### src/sv/sfh_pkg.sv
// Shared types, constants and mixing functions for the string hash block.
// Depends on nothing; used by sfh_front, sfh_queue, sfh_back and string_hash_bucket.
package sfh_pkg;

   localparam int unsigned HASH_W      = 32;
   localparam int unsigned CHUNK_W     = 32;
   localparam int unsigned COUNT_W     = 3;
   localparam int unsigned BUCKET_W    = 10;
   localparam int unsigned QUEUE_DEPTH = 2;

   // Byte counts in a chunk.
   localparam logic [COUNT_W-1:0] BYTES_ONE   = 3'd1;
   localparam logic [COUNT_W-1:0] BYTES_TWO   = 3'd2;
   localparam logic [COUNT_W-1:0] BYTES_THREE = 3'd3;
   localparam logic [COUNT_W-1:0] BYTES_FULL  = 3'd4;

   // A finished pre-avalanche hash handed from the front to the queue.
   typedef struct packed {
      logic              valid;
      logic [HASH_W-1:0] hash;
   } push_type;

   function automatic logic [HASH_W-1:0] sext8(input logic [7:0] b);
      return {{(HASH_W-8){b[7]}}, b};
   endfunction

   function automatic logic [HASH_W-1:0] mix_full(input logic [HASH_W-1:0] h_i,
                                                  input logic [CHUNK_W-1:0] w);
      logic [HASH_W-1:0] h;
      logic [HASH_W-1:0] t;
      h = h_i + {16'd0, w[15:0]};
      t = {5'd0, w[31:16], 11'd0} ^ h;
      h = {h[15:0], 16'd0} ^ t;
      h = h + (h >> 11);
      return h;
   endfunction

   function automatic logic [HASH_W-1:0] mix_tail(input logic [HASH_W-1:0] h_i,
                                                  input logic [CHUNK_W-1:0] w,
                                                  input logic [1:0] n);
      logic [HASH_W-1:0] h;
      h = h_i;
      unique case (n)
         2'd3: begin
            h = h + {16'd0, w[15:0]};
            h = h ^ (h << 16);
            h = h ^ (sext8(w[23:16]) << 18);
            h = h + (h >> 11);
         end
         2'd2: begin
            h = h + {16'd0, w[15:0]};
            h = h ^ (h << 11);
            h = h + (h >> 17);
         end
         2'd1: begin
            h = h + sext8(w[7:0]);
            h = h ^ (h << 10);
            h = h + (h >> 1);
         end
         default: begin
            h = h_i;
         end
      endcase
      return h;
   endfunction

   function automatic logic [HASH_W-1:0] avalanche(input logic [HASH_W-1:0] h_i);
      logic [HASH_W-1:0] h;
      h = h_i ^ (h_i << 3);
      h = h + (h >> 5);
      h = h ^ (h << 4);
      h = h + (h >> 17);
      h = h ^ (h << 25);
      h = h + (h >> 6);
      return h;
   endfunction

endpackage

### src/sv/sfh_front.sv
// Front end: accepts chunks, keeps the running hash and applies the per-chunk mixing.
// Depends on sfh_pkg; a finished string leaves as a push_type word for the queue.
module sfh_front (
   input  logic                          clock,
   input  logic                          reset,
   input  logic                          accept,
   input  logic [sfh_pkg::CHUNK_W-1:0]   chunk_bytes,
   input  logic [sfh_pkg::COUNT_W-1:0]   valid_bytes,
   input  logic                          first_chunk,
   input  logic                          last_chunk,
   input  logic [sfh_pkg::HASH_W-1:0]    total_length,
   output sfh_pkg::push_type             push
);

   logic [sfh_pkg::HASH_W-1:0] running_ff;
   logic [sfh_pkg::HASH_W-1:0] running_in;
   logic [sfh_pkg::HASH_W-1:0] seed;
   logic [sfh_pkg::HASH_W-1:0] full_mix;
   logic [sfh_pkg::HASH_W-1:0] tail_mix;

   assign seed     = first_chunk ? total_length : running_ff;
   assign full_mix = sfh_pkg::mix_full(seed, chunk_bytes);
   assign tail_mix = sfh_pkg::mix_tail(seed, chunk_bytes, valid_bytes[1:0]);

   always_comb begin
      running_in = running_ff;
      push.valid = 1'b0;
      push.hash  = full_mix;
      if (accept) begin
         if (!last_chunk) begin
            running_in = full_mix;
         end else begin
            // Counts of four and above all take the full step.
            push.valid = 1'b1;
            push.hash  = (valid_bytes >= sfh_pkg::BYTES_FULL) ? full_mix : tail_mix;
            running_in = '0;
         end
      end
   end

   always_ff @(posedge clock) begin
      if (reset) begin
         running_ff <= '0;
      end else begin
         running_ff <= running_in;
      end
   end

endmodule

### src/sv/sfh_queue.sv
// Short queue of pre-avalanche hashes between the front and the back end.
// Depends on sfh_pkg for the word type and depth.
module sfh_queue (
   input  logic                        clock,
   input  logic                        reset,
   input  sfh_pkg::push_type           push,
   input  logic                        pop,
   output logic                        full,
   output logic                        not_empty,
   output logic [sfh_pkg::HASH_W-1:0]  head
);

   localparam int unsigned DEPTH = sfh_pkg::QUEUE_DEPTH;
   localparam int unsigned PTR_W = (DEPTH > 1) ? $clog2(DEPTH) : 1;
   localparam int unsigned CNT_W = $clog2(DEPTH + 1);
   localparam logic [PTR_W-1:0] LAST_PTR = PTR_W'(DEPTH - 1);
   localparam logic [CNT_W-1:0] FULL_CNT = CNT_W'(DEPTH);

   logic [sfh_pkg::HASH_W-1:0] store_ff [DEPTH];
   logic [PTR_W-1:0]           wr_ptr_ff, wr_ptr_in;
   logic [PTR_W-1:0]           rd_ptr_ff, rd_ptr_in;
   logic [CNT_W-1:0]           count_ff, count_in;
   logic                       do_push;
   logic                       do_pop;

   assign full      = (count_ff == FULL_CNT);
   assign not_empty = (count_ff != '0);
   assign head      = store_ff[rd_ptr_ff];
   assign do_push   = push.valid;
   assign do_pop    = pop && not_empty;

   always_comb begin
      wr_ptr_in = wr_ptr_ff;
      rd_ptr_in = rd_ptr_ff;
      count_in  = count_ff;
      if (do_push) begin
         wr_ptr_in = (wr_ptr_ff == LAST_PTR) ? '0 : wr_ptr_ff + 1'b1;
      end
      if (do_pop) begin
         rd_ptr_in = (rd_ptr_ff == LAST_PTR) ? '0 : rd_ptr_ff + 1'b1;
      end
      if (do_push && !do_pop) begin
         count_in = count_ff + 1'b1;
      end else if (do_pop && !do_push) begin
         count_in = count_ff - 1'b1;
      end
   end

   always_ff @(posedge clock) begin
      if (do_push) begin
         store_ff[wr_ptr_ff] <= push.hash;
      end
   end

   always_ff @(posedge clock) begin
      if (reset) begin
         wr_ptr_ff <= '0;
         rd_ptr_ff <= '0;
         count_ff  <= '0;
      end else begin
         wr_ptr_ff <= wr_ptr_in;
         rd_ptr_ff <= rd_ptr_in;
         count_ff  <= count_in;
      end
   end

endmodule

### src/sv/sfh_back.sv
// Back end: takes a hash from the queue, applies the avalanche and holds the result word.
// Depends on sfh_pkg for widths and the avalanche function.
module sfh_back #(
   parameter int unsigned BUCKET_BITS = 10
) (
   input  logic                          clock,
   input  logic                          reset,
   input  logic                          have_word,
   input  logic [sfh_pkg::HASH_W-1:0]    head,
   output logic                          pop,
   output logic                          rsp_valid,
   input  logic                          rsp_stall,
   output logic [sfh_pkg::HASH_W-1:0]    rsp_full_hash,
   output logic [sfh_pkg::BUCKET_W-1:0]  rsp_bucket_index
);

   localparam logic [sfh_pkg::HASH_W-1:0] BUCKET_MASK =
      sfh_pkg::HASH_W'((64'd1 << BUCKET_BITS) - 64'd1);

   logic                         valid_ff, valid_in;
   logic [sfh_pkg::HASH_W-1:0]   hash_ff;
   logic [sfh_pkg::HASH_W-1:0]   mixed;

   assign mixed    = sfh_pkg::avalanche(head);
   // The output register takes a new word whenever it is empty or being drained.
   assign pop      = have_word && (!valid_ff || !rsp_stall);
   assign valid_in = pop || (valid_ff && rsp_stall);

   always_ff @(posedge clock) begin
      if (pop) begin
         hash_ff <= mixed;
      end
   end

   always_ff @(posedge clock) begin
      if (reset) begin
         valid_ff <= 1'b0;
      end else begin
         valid_ff <= valid_in;
      end
   end

   assign rsp_valid        = valid_ff;
   assign rsp_full_hash    = hash_ff;
   assign rsp_bucket_index = sfh_pkg::BUCKET_W'(hash_ff & BUCKET_MASK);

endmodule

### src/sv/string_hash_bucket.sv
// Top level of the streaming 32-bit SuperFastHash block with bucket output.
// Depends on sfh_pkg, sfh_front, sfh_queue and sfh_back.
//
// Strings arrive as little-endian four-byte chunks, one chunk per cycle while the
// queue is not full; the first chunk seeds the hash with the total length and the
// last chunk (0 to 4 bytes) produces one result word carrying the hash and its low
// BUCKET_BITS bits as the bucket. A new chunk is taken in each of those cycles: the
// running-hash register in the front end closes the loop on its own. A finished
// string is written into a two-entry queue when its last chunk is taken; the back
// end then applies the avalanche into the output register, which presents the
// result word. The input stalls only while the queue is full.
module string_hash_bucket #(
   parameter int unsigned BUCKET_BITS = 10
) (
   input  logic                          clock,
   input  logic                          reset,
   input  logic                          req_valid,
   output logic                          req_stall,
   input  logic [sfh_pkg::CHUNK_W-1:0]   req_chunk_bytes,
   input  logic [sfh_pkg::COUNT_W-1:0]   req_valid_bytes,
   input  logic                          req_first_chunk,
   input  logic                          req_last_chunk,
   input  logic [sfh_pkg::HASH_W-1:0]    req_total_length,
   output logic                          rsp_valid,
   input  logic                          rsp_stall,
   output logic [sfh_pkg::HASH_W-1:0]    rsp_full_hash,
   output logic [sfh_pkg::BUCKET_W-1:0]  rsp_bucket_index
);

   sfh_pkg::push_type            push;
   logic                         accept;
   logic                         queue_full;
   logic                         queue_not_empty;
   logic                         pop;
   logic [sfh_pkg::HASH_W-1:0]   head;

   assign req_stall = queue_full;
   assign accept    = req_valid && !queue_full;

   sfh_front u_front (
      .clock        (clock),
      .reset        (reset),
      .accept       (accept),
      .chunk_bytes  (req_chunk_bytes),
      .valid_bytes  (req_valid_bytes),
      .first_chunk  (req_first_chunk),
      .last_chunk   (req_last_chunk),
      .total_length (req_total_length),
      .push         (push)
   );

   sfh_queue u_queue (
      .clock     (clock),
      .reset     (reset),
      .push      (push),
      .pop       (pop),
      .full      (queue_full),
      .not_empty (queue_not_empty),
      .head      (head)
   );

   sfh_back #(
      .BUCKET_BITS (BUCKET_BITS)
   ) u_back (
      .clock            (clock),
      .reset            (reset),
      .have_word        (queue_not_empty),
      .head             (head),
      .pop              (pop),
      .rsp_valid        (rsp_valid),
      .rsp_stall        (rsp_stall),
      .rsp_full_hash    (rsp_full_hash),
      .rsp_bucket_index (rsp_bucket_index)
   );

endmodule
### config.mk
export PLATFORM = sky130hd
export DESIGN_NAME = string_hash_bucket
export DESIGN_NICKNAME = d
export VERILOG_FILES = /design/src/sv/sfh_pkg.sv /design/src/sv/sfh_front.sv /design/src/sv/sfh_queue.sv /design/src/sv/sfh_back.sv /design/src/sv/string_hash_bucket.sv
export SDC_FILE = /design/constraint.sdc
export NUM_CORES = 1
export LEC_CHECK = 0
export ABC_AREA = 0
export BUFFER_PORTS_ARGS = -buffer_cell sky130_fd_sc_hd__buf_2
export CAP_MARGIN = 10
export CELL_PAD_IN_SITES_DETAIL_PLACEMENT = 0
export CELL_PAD_IN_SITES_GLOBAL_PLACEMENT = 1
export CORE_ASPECT_RATIO = 0.8
export CORE_MARGIN = 4
export CORE_UTILIZATION = 44
export DETAILED_ROUTE_END_ITERATION = 12
export PLACE_DENSITY = 0.87
export SLEW_MARGIN = 5
export SYNTH_ARGS = -nofsm -noshare
export SYNTH_HDL_FRONTEND = slang
export SYNTH_SLANG_ARGS = --single-unit
### constraint.sdc
create_clock -name clock -period 10 [get_ports clock]
set_clock_uncertainty 0.05 [all_clocks]
set_input_delay 1 -clock clock [delete_from_list [all_inputs] [get_ports clock]]
set_output_delay 1 -clock clock [all_outputs]
set_load 0.1 [all_outputs]
==> results of run 1 <==
==> synthesized netlist by cell type (all sizes together) (54+ instances only) <==
| cell | n |
|---|---|
| o21ai | 117 |
| nor2 | 184 |
| nand2 | 150 |
| a21o | 65 |
| a21oi | 185 |
| edfxtp | 96 |
| ha | 189 |
| inv | 112 |
| o21bai | 59 |
| xnor2 | 296 |
| nor3 | 54 |
| xor2 | 141 |
==> metal layers <==
metal	vias up	global-route usage [%]	routed length (µm)
li1	8313	-	-
met1	8361	41.9	31600
met5	-	0	0
met2	707	35.2	24300
met3	57	7.76	6660
met4	0	4.62	908
==> cells by family (layout without fill, tap and decap cells) <==
logic type	count (synthesis)	in the layout	share of synthesized area (%)
AND/OR/NAND/NOR	594	594	15.0
adder cells (fa/ha/maj)	199	199	13.4
buffers and inverters	186	311	3.94
multiplexers	81	81	5.99
AO/OA/AOI/OAI	594	594	20.5
XOR/XNOR	450	450	22.0
flip-flops	134	134	19.2
==> area by class of cell <==
| type | count | share of cell area (%) |
|---|---|---|
| Clock buffer | 20 | 2.28 |
| Clock inverter | 12 | 0.607 |
| Timing Repair Buffer | 166 | 4.58 |
| Sequential cell | 134 | 17.4 |
| Multi-Input combinational cell | 1918 | 69.9 |
| Tap cell | 552 | 3.29 |
| Inverter | 113 | 2.02 |
==> repair_timing <==
| action | CTS | global route |
|---|---|---|
| resized for setup | 0 | 26 |
| buffers inserted | 0 | 4 |
| endpoints found under the setup margin | 0 | 10 |
==> critical path, delay by kind of cell, from the launching register on <==
| family | cells | cell delay (ns) |
|---|---|---|
| flip-flops | 1 | 0.50 |
| buffers and inverters | 1 | 0.13 |
| XOR/XNOR | 3 | 0.67 |
| AND/OR/NAND/NOR | 3 | 0.29 |
| AO/OA/AOI/OAI | 24 | 5.56 |
| multiplexers | 2 | 0.40 |
| adder cells (fa/ha/maj) | 5 | 1.68 |
==> placed cells by master (no fill, tap or decap), drive strengths merged, types with 20 or more instances in the layout <==
cell / n
xnor2: 296
ha: 189
a21oi: 185
nor2: 184
buf: 166
nand2: 150
xor2: 141
inv: 121
o21ai: 117
edfxtp: 96
a21o: 65
o21bai: 59
nor3: 54
nand3: 44
dfxtp: 38
mux2i: 34
mux2: 24
nand4: 23
mux4: 23
and3: 23
a22oi: 22
nand2b: 20
clkbuf: 20
==> flip-flops by register name, indices dropped and copies added (netlist names), named ones only <==
signal and flops:
u_queue.store_ff 64, u_back.rsp_full_hash 32, u_front.running_ff 32, u_queue.count_ff 2, u_back.rsp_valid 1, u_queue.rd_ptr_ff 1, u_queue.wr_ptr_ff 1
==> stage by stage <==
step / cells / hold WS (ns) / cell area, µm² / util, % / setup WS (ns)
global placement: 2879 / 0.415 / 20300 / 48.0 / 0.610
global route: 2915 / 0.465 / 21000 / 49.7 / 0.00342
finish: 2915 / 0.432 / 21000 / 49.7 / 0.463
CTS: 2911 / 0.438 / 20900 / 49.4 / 0.364
detailed placement: 2879 / 0.421 / 20300 / 48.0 / 0.412
floorplan: 2238 / 0.403 / 19000 / - / 0.488
==> worst max path at each step <==
| stage | start | end | slack (ns) |
|---|---|---|---|
| 2_1_floorplan | flop | u_back.rsp_full_hash[31] | 0.49 |
| 3_3_place_gp | flop | u_back.rsp_full_hash[31] | 0.61 |
| 3_5_place_dp | flop | u_back.rsp_full_hash[30] | 0.41 |
| 4_1_cts | flop | u_back.rsp_full_hash[31] | 0.36 |
| 5_1_grt | u_queue.store_ff[0][5] | u_back.rsp_full_hash[31] | 0.003 |
| 6_report | u_queue.store_ff[0][7] | u_back.rsp_full_hash[31] | 0.46 |
==> flow_metrics.tcl, run 1 <==
set metrics [dict create \
    status "complete, no violations" \
    rows 67 \
    start_util_pct 44.9 \
    die_w_um 240 \
    cts.hold.buffers_added 0 \
    ys_seq_area_share_pct 19.2 \
    ys_ff_latch 134 \
    period_minus_slack_ns 9.54 \
    grt_pass1_wl_um 95900 \
    min_to "u_back.rsp_valid" \
    fin_tns_setup_ns 0 \
    cp_common_cell "a21oi_2" \
    synth_fp_nets 2507 \
    timing.rr.end "u_back.rsp_full_hash[31]" \
    die_h_um 194 \
    hold_path_class "flop to flop" \
    critPathMaxFanout 6 \
    multiInputGateArea_um2 14700 \
    vias 17400 \
    synth_top_area_cell "edfxtp_1" \
    grt_setup_unrepaired "false" \
    drt-total-wl_um 63400 \
    whs_path_depth 2 \
    yosys_warnings 0 \
    h-tree-depth 4 \
    dp.final_hpwl_um 52400 \
    syn_inst 2238 \
    period_share_pct 95.4 \
    io_buffer_count 116 \
    grt_start_max_net_pins 54 \
    critPathKind "flop to flop" \
    drc 0 \
    drt_iter0_markers 1728 \
    slew_headroom_pct 27.9 \
    num_io_pins 117 \
    clk_latency_ns 0.44 \
    cts_tree "built" \
    antenna_found_initial 1 \
    setup_viol 0 \
    synth-edff-count 96 \
    clk_path_buf_depth 2 \
    cp_data_arrival_time_ns 9.68 \
    wire_per_inst_um 21.8 \
    cp_slowest_cell "edfxtp_1" \
    cts_sinks 134 \
    grtUsageTotal_pct 26.4 \
    tightest_slew_ns 1.07 \
    cts-root-buf "clkbuf_16" \
    syn_area_per_cell_um2 8.48 \
    place.gp.congestion 1.01 \
    worst_r2r_path_depth 38 \
    grt_pass1_vias 16200 \
    yosysUniqueCellTypes 99 \
    synth_ff_type "edfxtp_1" \
    syn_to_final_growth_pct 10.8 \
    ys_async_sr_fraction_pct 0 \
    core-area_um2 42300 \
    synth_top_cell_area_share_pct 15.2 \
    viasPerCell 5.98 \
    end_kind "flop" \
    fmax_mhz 105 \
    crit_path_start_kind "flop" \
    synthTopCellsByArea "edfxtp_1, xnor2_1, ha_1" \
    hold_start "u_back.rsp_valid" \
    r2r-start "u_queue.store_ff[0][7]" \
    seq_area_um2 3650 \
    drive_above_1_share_pct 13.2 \
    max-cap-violations 0 \
    worstPathRequired_ns 10.14 \
    cts_buffers 17 \
    hold_viol_final 0 \
    antenna_cells 0 \
    synth_area_um2 19000 \
    drtPass1Iterations 6 \
    gr-total-overflow 0 \
    finalNetCount 2619 \
    critPathMaxStageDelay_ns 0.50 \
    n_fill_cell 4064 \
    ant_nets 0 \
    path_clk_slew_ns 0.07 \
    slew_viol_final 0 \
    die-area_um2 46500 \
    rrSetupSlack_ns 0.46 \
]
Power of run 1 is left out: the tool's default activity adds up to more than one toggle a clock period on the data nets, which glitch-free logic cannot reach.
==> run 2, diff against run 1 <==
- BUFFER_PORTS_ARGS: -buffer_cell sky130_fd_sc_hd__buf_2 -> default
- CORE_UTILIZATION: 44 -> 45
- DONT_BUFFER_PORTS: default -> 1
- PLACE_DENSITY: 0.87 -> 0.86
- RECOVER_POWER: default -> 25
==> flow_metrics.tcl, run 2 (synthesized netlist as in run 1, its figures left out) <==
set metrics [dict create \
    status "finished, violations left" \
    violations "capacitance limit, slew limit" \
    syn_to_final_growth_pct 8.89 \
    cts-root-buf "clkbuf_16" \
    cts_sinks 134 \
    cts_tree "built" \
    num_io_pins 117 \
    cts_buffers 17 \
    slew_viol_final 100 \
    top_register "u_queue.store_ff" \
    gr-total-overflow 0 \
    drt_iter0_markers 1501 \
    io_buffer_count 0 \
    layout_common_cells "xnor2_1, ha_1, nor2_1" \
    tightest_slew_ns 2.10 \
    critPathMaxFanout 6 \
    place.gp.congestion 0.953 \
    h-tree-depth 4 \
    crit_path_start_kind "flop" \
    design_area_um2 20700 \
    rows 66 \
    hold_start "u_front.running_ff[0]" \
    dp.final_hpwl_um 52000 \
    grt_start_max_net_pins 54 \
    hold_slack_ns 0.439 \
    drc 0 \
    critPathKind "flop to flop" \
    crit_start "u_queue.store_ff[0][7]" \
    fmax_mhz 107 \
    end_kind "flop" \
    viasPerCell 6.02 \
    critPathMaxStageDelay_ns 0.49 \
    path_clk_slew_ns 0.06 \
    final_cells 2799 \
    die_h_um 192 \
    largest_reg_flops 64 \
    drive_above_1_share_pct 8.97 \
    n_fill_cell 3927 \
    period_share_pct 93.5 \
    grt_pass1_wl_um 94600 \
    cts.hold.buffers_added 0 \
    drtPass1Iterations 6 \
    place_inst 2761 \
    core-area_um2 41100 \
    clk_latency_ns 0.44 \
    hold_path_class "flop to flop" \
    die-area_um2 45500 \
    drt-total-wl_um 63100 \
    place_area_um2 19900 \
    clk_path_buf_depth 2 \
    final_common_cell "xnor2_1" \
    grt_pass1_vias 15800 \
    antenna_found_initial 4 \
    grtUsageTotal_pct 27.1 \
    ant_nets 0 \
    worstPathRequired_ns 10.14 \
    finalNetCount 2509 \
    start_util_pct 46.1 \
    setup_viol 0 \
    r2r-start "u_queue.store_ff[0][7]" \
    slew_headroom_pct -40.2 \
    die_w_um 238 \
    vias 16900 \
    max-cap-violations 3 \
    period_minus_slack_ns 9.35 \
    cp_data_arrival_time_ns 9.49 \
    hold_viol_final 0 \
    cp_slowest_cell "edfxtp_1" \
    wire_per_inst_um 22.5 \
]
## run 2: changes by cell type in the layout (fill, tap and decap cells not counted), sizes merged
cell      change
bufinv        -1
clkbuf        +3
diode         +2
inv           -4
buf         -113
clkinv        +6
clkinvlp      -1
## run 2: repair_timing
action	4_1_cts	5_1_grt
hold endpoints to repair	0	0
setup endpoints to repair	0	10
gates resized for setup	0	30
setup buffers	0	4
## run 2: path summary, 6_finish.rpt
check / end / slack [ns] / cells after the start
worst min register to register: u_front.running_ff[0] / 0.44 / 2
worst max register to register: u_back.rsp_full_hash[29] / 0.65 / 36
worst min-delay path: u_front.running_ff[0] / 0.44 / 2
worst max-delay path: u_back.rsp_full_hash[29] / 0.65 / 36
## run 2: area by class of cell
cell class	instances	area [µm²]	area share [%]
inverter	113	425	2.06
clock inverter	12	88.8	0.430
multi-input combinational	1918	14700	71.2
timing repair buffer	56	613	2.97
antenna	2	5.00	0.0242
tap	544	681	3.30
clock buffer	20	479	2.32
sequential	134	3650	17.7
## run 2: metrics by stage
step / utilization [%] / TNS [ns] / worst slack (ns)
5_1_grt: 50.2 / -0.0191 / -0.0119
3_3_place_gp: 48.5 / 0 / 0.613
3_5_place_dp: 48.5 / 0 / 0.237
2_1_floorplan: - / 0 / 0.488
6_report: 50.2 / 0 / 0.648
4_1_cts: 49.8 / 0 / 0.156
## run 2: metal layers
metal / GRT usage [%] / wire length, µm / share of wire (%)
met3: 7.88 / 6310 / 10
met4: 4.04 / 744 / 1.2
met1: 41.7 / 31300 / 50
met5: 1.95 / 162 / 0.26
met2: 37.7 / 24500 / 39
## run 2: critical path: cells and delay by family, from the launching register on
kind	cells	cell delay, ns
DFF	1	0.49
buffers and inverters	1	0.13
and+or+nand+nor	5	0.85
xor gates and xnor gates	4	0.92
AOI/OAI and AO/OA	20	4.60
adders and majority gates	5	1.73
muxes	1	0.29
Power of run 2 is left out for the same reason.
